### src/design/pci_bar_address_allocator_core_macros.svh
// assertion macros for the pci bar address allocator core
// expects clk and rst_n in the scope where the macros are used
`ifndef PCI_BAR_ADDRESS_ALLOCATOR_CORE_MACROS_SVH
`define PCI_BAR_ADDRESS_ALLOCATOR_CORE_MACROS_SVH

// same-cycle implication, checked outside reset
`define PBAA_ASSERT_NOW(label, ante, cons, msg) \
  label: assert property (@(posedge clk) disable iff (!rst_n) (ante) |-> (cons)) \
    else $error(msg);

// next-cycle implication, checked outside reset
`define PBAA_ASSERT_NEXT(label, ante, cons, msg) \
  label: assert property (@(posedge clk) disable iff (!rst_n) (ante) |=> (cons)) \
    else $error(msg);

`endif

### src/design/pbaa_pkg.sv
// shared types, codes and constants of the pci bar address allocator
// no dependencies
`timescale 1ns / 1ps

package pbaa_pkg;

  // opcodes
  localparam logic OP_RESTART = 1'b0;
  localparam logic OP_ASSIGN  = 1'b1;

  // result status codes
  localparam logic [1:0] ST_OK     = 2'd0;
  localparam logic [1:0] ST_ABSENT = 2'd1;
  localparam logic [1:0] ST_REJECT = 2'd2;

  // decoded bar kinds
  localparam logic [2:0] KIND_ABSENT = 3'd0;
  localparam logic [2:0] KIND_REJECT = 3'd1;
  localparam logic [2:0] KIND_IO     = 3'd2;
  localparam logic [2:0] KIND_MEM32  = 3'd3;
  localparam logic [2:0] KIND_MEM64  = 3'd4;

  // configuration register indexes
  localparam logic [1:0] REG_MEM32_BASE  = 2'd0;
  localparam logic [1:0] REG_MEM64_BASE  = 2'd1;
  localparam logic [1:0] REG_IO_CPU_BASE = 2'd2;

  // configuration reset values
  localparam logic [31:0] MEM32_BASE_RST  = 32'h1000_0000;
  localparam logic [63:0] MEM64_BASE_RST  = 64'h0000_0080_0000_0000;
  localparam logic [63:0] IO_CPU_BASE_RST = 64'h0000_0000_3EFF_0000;

  // bar decode constants
  localparam logic [1:0]  MEM_TYPE_64   = 2'b10;
  localparam logic [2:0]  SLOT64_LIMIT  = 3'd5;
  localparam logic [31:0] IO_FLAG_MASK  = 32'h0000_0003;
  localparam logic [31:0] MEM_FLAG_MASK = 32'h0000_000F;

  typedef struct packed {
    logic        opcode;
    logic [31:0] sizing_low;
    logic [31:0] sizing_high;
    logic [2:0]  slot;
  } pbaa_in_t;

  typedef struct packed {
    logic [1:0]  status;
    logic        is_io;
    logic        two_slots;
    logic [31:0] bar_low_value;
    logic [31:0] bar_high_value;
    logic [63:0] assigned_address;
  } pbaa_out_t;

  // decoded item: mask is size minus one, at most 32 bits wide
  typedef struct packed {
    logic        restart;
    logic [2:0]  kind;
    logic [31:0] mask;
  } pbaa_dec_t;

endpackage

### src/design/pbaa_decode.sv
// classifies a bar sizing readback and derives its size mask
// depends on pbaa_pkg
`timescale 1ns / 1ps

module pbaa_decode import pbaa_pkg::*; (
  input  pbaa_in_t  item,
  output pbaa_dec_t dec
);

  logic [31:0] v;
  logic [31:0] mask_io;
  logic [31:0] mask_mem;

  // size minus one is the complement of the masked readback
  assign v        = item.sizing_low;
  assign mask_io  = ~(v & ~IO_FLAG_MASK);
  assign mask_mem = ~(v & ~MEM_FLAG_MASK);

  // class and range checks
  always_comb begin
    dec.restart = (item.opcode == OP_RESTART);
    dec.kind    = KIND_ABSENT;
    dec.mask    = '0;
    if (v inside {32'h0000_0000, 32'hFFFF_FFFF}) begin
      dec.kind = KIND_ABSENT;
    end else if (v[0]) begin
      // io: size must be 4 bytes .. 64 KiB
      if (mask_io[31:16] != 16'h0000) begin
        dec.kind = KIND_REJECT;
      end else begin
        dec.kind = KIND_IO;
        dec.mask = mask_io;
      end
    end else if (v[2:1] == MEM_TYPE_64 && item.slot < SLOT64_LIMIT) begin
      // 64-bit: upper word all ones keeps size within 4 GiB, 4 GiB included
      if (item.sizing_high == 32'hFFFF_FFFF) begin
        dec.kind = KIND_MEM64;
        dec.mask = mask_mem;
      end else begin
        dec.kind = KIND_REJECT;
      end
    end else if (mask_mem == 32'hFFFF_FFFF) begin
      dec.kind = KIND_REJECT;
    end else begin
      dec.kind = KIND_MEM32;
      dec.mask = mask_mem;
    end
  end

endmodule

### src/design/pbaa_bump.sv
// bump pointers, shared align adder and result formation
// depends on pbaa_pkg
`timescale 1ns / 1ps

module pbaa_bump import pbaa_pkg::*; (
  input  logic        clk,
  input  logic        rst_n,
  input  logic        advance,
  input  pbaa_dec_t   dec,
  input  logic [31:0] mem32_base,
  input  logic [63:0] mem64_base,
  input  logic [63:0] io_cpu_base,
  output pbaa_out_t   res
);

  logic [31:0] io_next_r,    io_next_nxt;
  logic [63:0] mem32_next_r, mem32_next_nxt;
  logic [63:0] mem64_next_r, mem64_next_nxt;

  logic [63:0] ptr_sel;
  logic [63:0] mask64;
  logic [63:0] aligned;
  logic [63:0] bumped;
  logic [63:0] io_addr;

  // pick the pointer for this kind
  always_comb begin
    case (dec.kind)
      KIND_IO:    ptr_sel = {32'h0000_0000, io_next_r};
      KIND_MEM64: ptr_sel = mem64_next_r;
      default:    ptr_sel = mem32_next_r;
    endcase
  end

  // align up, then step past the region
  assign mask64  = {32'h0000_0000, dec.mask};
  assign aligned = (ptr_sel + mask64) & ~mask64;
  assign bumped  = aligned + mask64 + 64'd1;
  assign io_addr = io_cpu_base + {32'h0000_0000, aligned[31:0]};

  // result fields
  always_comb begin
    res = '0;
    case (dec.kind)
      KIND_ABSENT: res.status = ST_ABSENT;
      KIND_REJECT: res.status = ST_REJECT;
      KIND_IO: begin
        res.status           = ST_OK;
        res.is_io            = 1'b1;
        res.bar_low_value    = aligned[31:0];
        res.assigned_address = io_addr;
      end
      KIND_MEM64: begin
        res.status           = ST_OK;
        res.two_slots        = 1'b1;
        res.bar_low_value    = aligned[31:0];
        res.bar_high_value   = aligned[63:32];
        res.assigned_address = aligned;
      end
      KIND_MEM32: begin
        res.status           = ST_OK;
        res.bar_low_value    = aligned[31:0];
        res.assigned_address = aligned;
      end
      default: res.status = ST_ABSENT;
    endcase
  end

  // pointer update on each item that leaves the stage
  always_comb begin
    io_next_nxt    = io_next_r;
    mem32_next_nxt = mem32_next_r;
    mem64_next_nxt = mem64_next_r;
    if (advance) begin
      if (dec.restart) begin
        io_next_nxt    = '0;
        mem32_next_nxt = {32'h0000_0000, mem32_base};
        mem64_next_nxt = mem64_base;
      end else begin
        case (dec.kind)
          KIND_IO:    io_next_nxt    = bumped[31:0];
          KIND_MEM32: mem32_next_nxt = bumped;
          KIND_MEM64: mem64_next_nxt = bumped;
          default:    io_next_nxt    = io_next_r;
        endcase
      end
    end
  end

  always_ff @(posedge clk) begin
    if (!rst_n) begin
      io_next_r    <= '0;
      mem32_next_r <= {32'h0000_0000, MEM32_BASE_RST};
      mem64_next_r <= MEM64_BASE_RST;
    end else begin
      io_next_r    <= io_next_nxt;
      mem32_next_r <= mem32_next_nxt;
      mem64_next_r <= mem64_next_nxt;
    end
  end

endmodule

### src/design/pci_bar_address_allocator_core.sv
// top level of the pci bar address allocator: config registers, item pipeline
// depends on pbaa_pkg, pbaa_decode, pbaa_bump and the assertion macro header
`timescale 1ns / 1ps
`include "pci_bar_address_allocator_core_macros.svh"

// Usage
// - input channel in_valid / in_stall / in_data: one item per bar, either an
//   assign (sizing readbacks and slot) or a restart that reloads the pointers
// - result channel out_valid / out_stall / out_data: one item per assign,
//   restart items produce nothing
// - cfg_wr_en / cfg_index / cfg_wdata: window bases, written while idle
// - result path: an accepted item is decoded into the stage register, then
//   aligned and bumped into the output register
// - throughput: one item per cycle unless stalled; the single 64-bit align
//   and bump adder chain updates the pointer in the same cycle it is read, so
//   back to back items on the same pointer see each other's allocations
// - reset: pointers and window bases return to their defaults, the pipeline
//   empties; the block takes items right away
// - stall: a held result freezes the stage behind it, and in_stall rises once
//   that stage is occupied; a restart item leaves the stage regardless

module pci_bar_address_allocator_core import pbaa_pkg::*; (
  input  logic        clk,
  input  logic        rst_n,
  input  logic        in_valid,
  output logic        in_stall,
  input  pbaa_in_t    in_data,
  output logic        out_valid,
  input  logic        out_stall,
  output pbaa_out_t   out_data,
  input  logic        cfg_wr_en,
  input  logic [1:0]  cfg_index,
  input  logic [63:0] cfg_wdata
);

  logic [31:0] mem32_base_r,  mem32_base_nxt;
  logic [63:0] mem64_base_r,  mem64_base_nxt;
  logic [63:0] io_cpu_base_r, io_cpu_base_nxt;

  pbaa_dec_t dec_in;
  pbaa_dec_t s1_dec_r;
  logic      s1_valid_r, s1_valid_nxt;
  logic      s1_adv;
  logic      in_take;

  pbaa_out_t res;
  pbaa_out_t out_data_r;
  logic      out_valid_r, out_valid_nxt;
  logic      out_load;

  // configuration writes
  always_comb begin
    mem32_base_nxt  = mem32_base_r;
    mem64_base_nxt  = mem64_base_r;
    io_cpu_base_nxt = io_cpu_base_r;
    if (cfg_wr_en) begin
      case (cfg_index)
        REG_MEM32_BASE:  mem32_base_nxt  = cfg_wdata[31:0];
        REG_MEM64_BASE:  mem64_base_nxt  = cfg_wdata;
        REG_IO_CPU_BASE: io_cpu_base_nxt = cfg_wdata;
        default:         mem32_base_nxt  = mem32_base_r;
      endcase
    end
  end

  always_ff @(posedge clk) begin
    if (!rst_n) begin
      mem32_base_r  <= MEM32_BASE_RST;
      mem64_base_r  <= MEM64_BASE_RST;
      io_cpu_base_r <= IO_CPU_BASE_RST;
    end else begin
      mem32_base_r  <= mem32_base_nxt;
      mem64_base_r  <= mem64_base_nxt;
      io_cpu_base_r <= io_cpu_base_nxt;
    end
  end

  // decode ahead of the stage register
  pbaa_decode u_decode (
    .item (in_data),
    .dec  (dec_in)
  );

  // stage control: restart never waits on the output
  assign s1_adv   = s1_valid_r && (s1_dec_r.restart || !out_valid_r || !out_stall);
  assign in_stall = s1_valid_r && !s1_adv;
  assign in_take  = in_valid && !in_stall;
  assign s1_valid_nxt = in_take || (s1_valid_r && !s1_adv);

  always_ff @(posedge clk) begin
    if (!rst_n) begin
      s1_valid_r <= 1'b0;
    end else begin
      s1_valid_r <= s1_valid_nxt;
    end
  end

  always_ff @(posedge clk) begin
    if (in_take) begin
      s1_dec_r <= dec_in;
    end
  end

  // pointers and result
  pbaa_bump u_bump (
    .clk         (clk),
    .rst_n       (rst_n),
    .advance     (s1_adv),
    .dec         (s1_dec_r),
    .mem32_base  (mem32_base_r),
    .mem64_base  (mem64_base_r),
    .io_cpu_base (io_cpu_base_r),
    .res         (res)
  );

  // output register
  assign out_load      = s1_adv && !s1_dec_r.restart;
  assign out_valid_nxt = out_load || (out_valid_r && out_stall);

  always_ff @(posedge clk) begin
    if (!rst_n) begin
      out_valid_r <= 1'b0;
    end else begin
      out_valid_r <= out_valid_nxt;
    end
  end

  always_ff @(posedge clk) begin
    if (out_load) begin
      out_data_r <= res;
    end
  end

  assign out_valid = out_valid_r;
  assign out_data  = out_data_r;

  // checks
  `PBAA_ASSERT_NOW(a_fail_zero, out_valid_r && out_data_r.status != ST_OK,
    out_data_r.assigned_address == 64'd0 && out_data_r.bar_low_value == 32'd0 &&
    !out_data_r.is_io && !out_data_r.two_slots, "non-assigned result carries data")
  `PBAA_ASSERT_NOW(a_two_slot_ok, out_valid_r && out_data_r.two_slots,
    out_data_r.status == ST_OK && !out_data_r.is_io, "two_slots on a non 64-bit result")
  `PBAA_ASSERT_NOW(a_stall_needs_item, in_stall, s1_valid_r && !s1_dec_r.restart,
    "input stalled with no assign item held")
  `PBAA_ASSERT_NEXT(a_hold_stage, s1_valid_r && !s1_dec_r.restart && out_valid_r && out_stall,
    s1_valid_r && out_valid_r, "held item dropped while output stalled")

endmodule

### config.mk
export PLATFORM = sky130hd
export DESIGN_NAME = pci_bar_address_allocator_core
export DESIGN_NICKNAME = d
export VERILOG_FILES = /design/src/design/pbaa_pkg.sv /design/src/design/pbaa_decode.sv /design/src/design/pbaa_bump.sv /design/src/design/pci_bar_address_allocator_core.sv
export VERILOG_INCLUDE_DIRS = /design/src /design/src/design
export SDC_FILE = /design/constraint.sdc
export NUM_CORES = 1
export LEC_CHECK = 0
export BUFFER_PORTS_ARGS = -buffer_cell sky130_fd_sc_hd__clkbuf_2
export CAP_MARGIN = 10
export CORE_ASPECT_RATIO = 1.75
export CORE_UTILIZATION = 56
export CTS_BUF_LIST = sky130_fd_sc_hd__clkbuf_4
export CTS_CLUSTER_DIAMETER = 60
export CTS_CLUSTER_SIZE = 30
export DETAILED_ROUTE_END_ITERATION = 7
export MAX_ROUTING_LAYER = met4
export PLACE_DENSITY_LB_ADDON = 0.08
export SYNTH_ARGS = -nofsm -noshare
export SYNTH_HDL_FRONTEND = slang
export SYNTH_SLANG_ARGS = --single-unit
export TNS_END_PERCENT = 10
### constraint.sdc
create_clock -name clk -period 7.4 [get_ports clk]
set_input_delay 0.37 -clock clk [delete_from_list [all_inputs] [get_ports clk]]
set_output_delay 0.37 -clock clk [all_outputs]
set_load 0.005 [all_outputs]
Word level (Yosys, flattened, before mapping):

Index checks and enable logic that the tools add are counted.

* bitwise operators: 5
* multipliers: 0
* shift operators: 0
* reduce and logical (&&, ||, !) cells: 30
* add/subtract/negate cells: 4
* divide/modulo/power cells: 0
* eq/ne operators: 10
* $lt $le $gt $ge: 1
* muxes and demuxes: 19

Operator list (count)
* two-way mux 64 bit: 4
* case mux 64 bit (2 select lines): 2
* adder 64 x 32 -> 64 bit: 3
* two-way mux 32 bit: 5
* == test 32 bit (second input constant): 3
* two-way mux 35 bit: 2
* adder 64 x 1 -> 64 bit (second input constant): 1
* bitwise AND 64 bit: 1
* inverter 32 bit: 2
* inverter 32 -> 64 bit: 1
* zero test 32 bit: 1
* nonzero test 16 bit: 1
* AND reduction 2 bit: 6
* nonzero test 2 bit: 4
* == test 3 x 2 -> 1 bit (second input constant): 2
* logical AND 1 bit: 6
* zero test 1 bit: 5
* == test 2 bit (second input constant): 2
* logical OR 1 bit: 4
* two-way mux 2 bit: 2
* case mux 2 bit (2 select lines): 1
* == test 3 x 1 -> 1 bit (second input constant): 1
* == test 3 bit (second input constant): 1
* less-than comparator 3 bit (second input constant): 1
* other kinds (7): 8

* bits in read-only memories: 0
* register bits after elaboration: 490
* bits in latches: 0
* bits in writable memories: 0
* input bits: 139
* word-level logic and storage cells: 86
* memories: 0

Logic depth before layout (Yosys ltp):

Gate-level depths: netlist of run 1.

* depth after elaboration: 9
* depth in mapped cells: 33
* gate-level depth less buffers: 28

Hierarchy:

Synthesis of run 1 repeated with hierarchy kept, for this count alone.

* cell total of the unflattened synthesis: 3147
* area, all modules: 27941.8 µm²

Modules (own cells, without submodules)
* pbaa_bump: cells each 2270, seq. area each 3203.1 µm², instances 1, area an instance 15866.5 µm²
* pci_bar_address_allocator_core: cells each 790, seq. area each 8287.9 µm², instances 1, area an instance 11192.0 µm²
* pbaa_decode: cells each 87, seq. area each 0.0 µm², instances 1, area an instance 883.3 µm²

Least setup slack after synthesis of run 1:

Ideal clock, no wire load.

* path type: reg-to-reg
* start point: register s1_dec_r[35] in the netlist's numbering
* end point: register out_data_r, in the netlist out_data[0] (enable)
* clock period less this slack: 8.124 ns
* stages on the path, launching flop included: 6
* arrival time: 7.457 ns
* setup slack: -0.724 ns
* cells stage by stage: edfxtp_1 > clkbuf_1 > inv_1 > clkbuf_1 > nand2_1 > a21oi_1

* longest elaborated chain between the ends: 4

Ends and longest elaborated chain
* start, declared: RTL line pci_bar_address_allocator_core.sv:41 `pbaa_dec_t s1_dec_r;`
* start signal, assigned: RTL line pci_bar_address_allocator_core.sv:100 `s1_dec_r <= dec_in;`
* logical OR 1 bit (2 in a row): RTL line pci_bar_address_allocator_core.sv:85 `assign s1_adv = s1_valid_r && (s1_dec_r.restart || !out_valid_r || !out_stall);`
* logical AND 1 bit: RTL line pci_bar_address_allocator_core.sv:85
* logical AND 1 bit *: RTL line pci_bar_address_allocator_core.sv:117 `assign out_load = s1_adv && !s1_dec_r.restart;`
* via out_load: RTL line pci_bar_address_allocator_core.sv:49 `logic out_load;`
* end signal, assigned: RTL line pci_bar_address_allocator_core.sv:130 `out_data_r <= res;`
* end, declared: RTL line pci_bar_address_allocator_core.sv:47 `pbaa_out_t out_data_r;`

The timed path passes the listed nets; every way through them passes the cells marked *.
A chain may end at the register's enable or synchronous reset.

==> metrics.csv, run 1 <==
stage;metric;value;unit
yosys;synth-edff-count;167;
drt;postRouteAntennaNets;0;
sta;tightest_slew;1380;ps
grt;grt_pass1_vias;26071;
yosys;syn_nets;3373;
grt;busiest_layer;met2;
drt;drt_iter0_drc;2453;
clock_network;numCtsBuffers;28;
sta;timing.final.ws_setup;403;ps
sta;finalHoldViolCount;0;
critical_path;crit_required;8070;ps
yosys;synth_ff_type;dfxtp_1;
clock_network;h-tree-depth;1;
critical_path;cp_top_family;simple AND/OR/NAND/NOR gates;
sta;skew;92.2;ps
critical_path;start_kind;flop;
pwr;ir_drop;0.203;mV
yosys;async_flop_share;0;
grt;grt_remaining_overflow;0;
grt;grt_pass1_wl;162;mm
clock_network;clk_pin_slew_worst_paths;270;ps
yosys;synth_area;26900;um^2
clock_network;cts_root_buf;clkbuf_4;
grt;grtUsageTotal;0.462;
grt;grt_max_degree;103;
sta;max_freq;143;MHz
yosys;synth_top_area_frac;0.240;
pwr;p_per_area;177;nW/um^2
sta;period_minus_slack;7000;ps
drt;wl;111;mm
yosys;synth-seq-cells;489;
layout;area_growth;13.7;%
critical_path;reg2reg_depth;27;
clock_network;clockBufferDepth;3;
sta;rsz0062_at_grt;no;
placement;detailed_place_hpwl;80.6;mm
yosys;yosys.area.top_type;dfxtp_1;
min_path;hp-class;in -> reg;
critical_path;r2r_start;s1_dec_r[32]$_SDFFCE_PP0P_;
yosys;synth_common_cells;623 x nand2_1, 322 x dfxtp_1, 252 x a21oi_1, 199 x nor2_1, 169 x o21ai_0;
grt;met3_usage;0.0771;
critical_path;reg2reg_to;out_data[33]$_DFFE_PP_;
grt;antenna_found_initial;4;
critical_path;worstPathArrival;7660;ps
critical_path;endpoint_kind;flop;
critical_path;cp-startpoint;s1_dec_r[32]$_SDFFCE_PP0P_;
floorplanning;core-area;47200;um^2
drt;drc;0;
floorplanning;start_util;0.570;
drt;viasPerCell;6.50;
floorplanning;die_y;292;um
yosys;ys_types;104;
critical_path;crit_path_end;out_data[33]$_DFFE_PP_;
critical_path;cp_max_fo;35;
sta;finalCritPeriodShare;0.946;
layout;drive_gt1_frac;0.137;
pwr;p_leak;11.4;nW
clock_network;cts_tree;yes;
layout;finalNetCount;3656;
yosys;yosysSeqAreaShare;0.427;
yosys;syn_avg_cell_area;8.48;um^2
grt;grtUsageMet2;0.771;
floorplanning;die_area;48900;um^2
critical_path;cp.depth;27;
yosys;synth_most_common_cell;nand2_1;
flow_run;maxCapViolations;0;
sta;setup_tns;0;ps
layout;stdcell_count;4068;
placement;gp_congestion;1.10;
clock_network;insertion_delay;940;ps
floorplanning;die_w;168;um
sta;slew_headroom;0.0735;
drt;vias;26449;
critical_path;path_class;reg -> reg;
yosys;synthCells;3170;
placement;dp_slack;335;ps
yosys;synth.top_cells.by_area;dfxtp_1 24%, edfxtp_1 19%, nand2_1 8.7%;
drt;routedWlPerCell;27.2;um
placement;portBuffers;272;
clock_network;numClockSinks;489;
sta;final-setup-viol-count;0;
grt;gr-usage-met1;0.414;
layout;finalInstanceArea;30500;um^2
placement;place_inst;3900;
sta;drv_slew;0;
floorplanning;ios;273;
yosys;yosysWarnings;0;
placement;place_area;28800;um^2
critical_path;rrSetupSlack;400;ps
critical_path;cp_num_buf_inv;4;
critical_path;crit_slowest_cell;edfxtp_1;
status;status;finished, final reports clean;
drt;dr.pass1.iters;6;
layout;utilization;0.648;
critical_path;slowest_delay;490;ps
floorplanning;rows;105;
==> flip-flops by register name (all words and copies together) (netlist names) <==
| name | cells |
|---|---|
| s1_dec_r | 35 |
| out_data | 132 |
| mem32_base_r | 32 |
| io_cpu_base_r | 64 |
| u_bump.mem64_next_r | 64 |
| mem64_base_r | 64 |
| s1_valid_r | 1 |
| out_valid | 1 |
| u_bump.mem32_next_r | 64 |
| u_bump.io_next_r | 32 |
==> through the flow <==
stage	hold slack, ps	power [mW]
after floorplan	422	3.62
after global placement	431	4.01
after detailed placement	442	4.03
after CTS	15.9	5.36
after global routing	75.5	5.59
final	50.8	5.42
==> cells by family (layout without fill, tap and decap cells) <==
| group | Yosys count | after routing | synth area share |
|---|---|---|---|
| compound gates | 921 | 921 | 0.221 |
| simple gates | 1262 | 1262 | 0.224 |
| buf+inv | 246 | 550 | 0.0361 |
| mux | 15 | 15 | 0.00601 |
| other cells | 0 | 6 | 0 |
| fa+ha+maj | 69 | 69 | 0.0319 |
| flops | 489 | 489 | 0.427 |
| xor+xnor | 168 | 168 | 0.0548 |
==> area by class of cell <==
cell class / count / area (um^2)
Antenna cell: 6 / 15.0
Clock buffer: 31 / 233
Clock inverter: 20 / 315
Fill cell: 3958 / 16600
Inverter: 47 / 181
Multi-Input combinational cell: 2435 / 14600
Sequential cell: 489 / 11500
Tap cell: 588 / 736
Timing Repair Buffer: 452 / 3050
==> report_power, final <==
group          internal, mW  total (mW)  switching (mW)
combinational         0.396        1.13           0.735
clock                 0.314        1.33            1.02
sequential             2.87        2.95          0.0796
==> repair_timing <==
action,CTS,global route
resized for setup,0,17
setup buffers,0,2
hold endpoints to repair,239,0
setup endpoints to repair,0,32
hold buffers,107,0
==> worst min-delay path: cells and delay by family <==
kind                   cells  cell delay [ps]
buffers and inverters      1              150
AO/OA/AOI/OAI              1               90
AND/OR/NAND/NOR            2              210
==> layout by cell type, fill, tap and decap left out, types with 68 or more instances in the layout <==
master | synthesis | layout
nor2_1 | 199 | 196
xnor2_1 | 109 | 109
edfxtp_1 | 167 | 167
o21ai_0 | 169 | 167
dfxtp_1 | 322 | 322
buf_4 | 2 | 68
nand2_1 | 623 | 623
a21oi_1 | 252 | 249
a21boi_0 | 158 | 158
dlygate4sd3_1 | 0 | 107
clkbuf_2 | 1 | 271
==> worst min-delay path by stage <==
stage                                                    start                                   end  slack (ps)  depth (start not counted)
after CTS                                          in_data[35]             s1_dec_r[3]$_SDFFCE_PP0P_          20                          4
final                                              in_data[35]             s1_dec_r[3]$_SDFFCE_PP0P_          50                          4
after global placement    u_bump.mem32_next_r[62]$_SDFFE_PN0P_  u_bump.mem32_next_r[62]$_SDFFE_PN0P_         430                          2
after global routing                               in_data[35]             s1_dec_r[3]$_SDFFCE_PP0P_          80                          4
after floorplan           u_bump.mem32_next_r[62]$_SDFFE_PN0P_  u_bump.mem32_next_r[62]$_SDFFE_PN0P_         420                          2
after detailed placement  u_bump.mem64_next_r[50]$_SDFFE_PN0P_  u_bump.mem64_next_r[50]$_SDFFE_PN0P_         440                          1
==> routing by layer <==
metal,vias to the layer above,wire [um]
li1,11807,-
met1,12455,33200
met2,1580,53800
met3,607,7690
met4,0,15800
met5,-,0
No activity file was read; power rests on OpenSTA's default activity.
==> inputs of run 2 (changes only) <==
--- a/config.mk
+++ b/config.mk
@@ -9,6 +9,7 @@
 export BUFFER_PORTS_ARGS = -buffer_cell sky130_fd_sc_hd__clkbuf_2
 export CAP_MARGIN = 10
 export CORE_ASPECT_RATIO = 1.75
+export CORE_MARGIN = 3
 export CORE_UTILIZATION = 56
 export CTS_BUF_LIST = sky130_fd_sc_hd__clkbuf_4
 export CTS_CLUSTER_DIAMETER = 60
==> metrics.csv, run 2 (synthesized netlist as in run 1, its figures left out) <==
stage;metric;value;unit
status;status;finished, final reports clean;
sta;setup_tns;0;ps
clock_network;numClockSinks;489;
clock_network;cts_tree;yes;
placement;detailed_place_hpwl;81.9;mm
floorplanning;die_area;50700;um^2
placement;gp_congestion;1.10;
pwr;p_per_area;179;nW/um^2
drt;postRouteAntennaNets;0;
drt;dr.pass1.iters;6;
layout;drive_gt1_frac;0.135;
floorplanning;rows;105;
min_path;hp-class;in -> reg;
floorplanning;die_w;172;um
floorplanning;core-area;47200;um^2
critical_path;cp_max_fo;14;
min_path;worst_hold_path.num_cells;5;
drt;drc;0;
critical_path;start_kind;flop;
drt;viasPerCell;6.49;
floorplanning;start_util;0.570;
grt;grt_remaining_overflow;0;
sta;finalHoldViolCount;0;
critical_path;path_class;reg -> reg;
layout;area_growth;13.5;%
placement;portBuffers;272;
clock_network;clk_pin_slew_worst_paths;260;ps
grt;antenna_found_initial;5;
clock_network;clockBufferDepth;3;
sta;period_minus_slack;7220;ps
grt;busiest_layer;met2;
grt;grtUsageTotal;0.450;
drt;drt_iter0_drc;2543;
pwr;switchingPower;1.88;mW
sta;drv_slew;0;
pwr;internal_power;3.58;mW
clock_network;insertion_delay;990;ps
placement;place_inst;3902;
clock_network;post-cts-setup-buffer-count;0;
layout;stdcell_count;4068;
drt;wl;113;mm
layout;finalNetCount;3655;
drt;vias;26406;
sta;finalCritPeriodShare;0.975;
drt;routedWlPerCell;27.8;um
floorplanning;die_y;296;um
clock_network;h-tree-depth;1;
grt;gr-usage-met1;0.406;
critical_path;reg2reg_depth;22;
layout;utilization;0.647;
sta;slew_headroom;0.0703;
pwr;clockPowerShare;0.253;
grt;met3_usage;0.0851;
layout;finalInstanceArea;30500;um^2
sta;skew;85.4;ps
critical_path;endpoint_kind;flop;
clock_network;numCtsBuffers;29;
pwr;p_sw_frac;0.343;
floorplanning;ios;273;
pwr;p_comb_frac;0.206;
pwr;ir_drop;0.209;mV
layout;largest_reg_flops;132;
pwr;p_leak;11.4;nW
sta;max_freq;139;MHz
clock_network;cts_root_buf;clkbuf_4;
critical_path;crit_required;8330;ps
critical_path;worstPathArrival;8150;ps
layout;final_common_cell;nand2_1;
grt;grtUsageMet2;0.732;
sta;tightest_slew;1380;ps
sta;final-setup-viol-count;0;
pwr;p_seq_frac;0.541;
grt;grt_max_degree;175;
flow_run;maxCapViolations;0;
placement;place_area;28800;um^2
grt;grt_pass1_vias;26107;
grt;grt_pass1_wl;163;mm
layout;final_cell_mix;623 x nand2_1, 322 x dfxtp_1, 271 x clkbuf_2;
==> run 2: cell count changes in the layout (fill, tap and decap cells not counted), sizes merged <==
cell / before / now
clkinv: 7 / 6
buf: 73 / 72
inv: 58 / 63
clkbuf: 303 / 300
==> run 2: metrics by stage <==
step | total power [mW] | setup slack [ps] | hold slack [ps]
after global routing | 5.63 | -2.14 | 56.5
after CTS | 5.41 | 314 | 14.3
final | 5.46 | 184 | 75.9
after global placement | 4.01 | 624 | 435
after floorplan | 3.62 | 697 | 422
after detailed placement | 4.03 | 411 | 444
==> run 2: layout make-up <==
class,count,area [um^2]
Antenna cell,6,15.0
Clock buffer,29,218
Clock inverter,24,359
Fill cell,3962,16700
Inverter,47,178
Multi-Input combinational cell,2435,14500
Sequential cell,489,11500
Tap cell,588,736
Timing Repair Buffer,450,3010
==> run 2: metal layers <==
metal / wire, um / vias up
li1: - / 11814
met1: 33900 / 12511
met2: 53800 / 1480
met3: 8200 / 601
met4: 17200 / 0
met5: 0 / -
==> run 2: final timing paths <==
check,slack (ps),to,start
min reg2reg,470,u_bump.mem64_next_r[62]$_SDFFE_PN0P_,u_bump.mem64_next_r[62]$_SDFFE_PN0P_
max reg2reg,180,u_bump.mem64_next_r[61]$_SDFFE_PN0P_,s1_dec_r[32]$_SDFFCE_PP0P_
max,180,u_bump.mem64_next_r[61]$_SDFFE_PN0P_,s1_dec_r[32]$_SDFFCE_PP0P_
min,80,s1_dec_r[32]$_SDFFCE_PP0P_,in_data[36]
==> run 2: power groups by stage <==
stage | clock network [mW] | logic [mW] | registers, mW
6_report | 1.38 | 1.13 | 2.95
5_1_grt | 1.47 | 1.20 | 2.96
4_1_cts | 1.39 | 1.08 | 2.95
3_5_place_dp | 0 | 1.03 | 3.00
3_3_place_gp | 0 | 1.01 | 3.00
2_1_floorplan | 0 | 0.650 | 2.97
==> run 2: timing repair <==
| action | 4_1_cts | 5_1_grt |
|---|---|---|
| gates resized for setup | 0 | 3 |
| endpoints found under the hold margin | 209 | 0 |
| endpoints found under the setup margin | 0 | 32 |
| hold buffers | 107 | 0 |
==> run 2: critical path, cell delays in order (launching register included) <==
cell and delay, ps:
edfxtp_1 480, or3b_2 520, clkinv_1 150, buf_4 170
buf_4 140, buf_4 240, a22oi_1 120, nand2_1 110
ha_1 390, nand4_1 250, nor2_1 270, nand4_1 320
or3_1 410, o32a_1 460, and2_1 260, buf_4 190
xnor2_1 1070, nor2_1 190, nand4_1 500, nor3_2 210
and3_1 250, mux2_1 310, o21ai_1 120
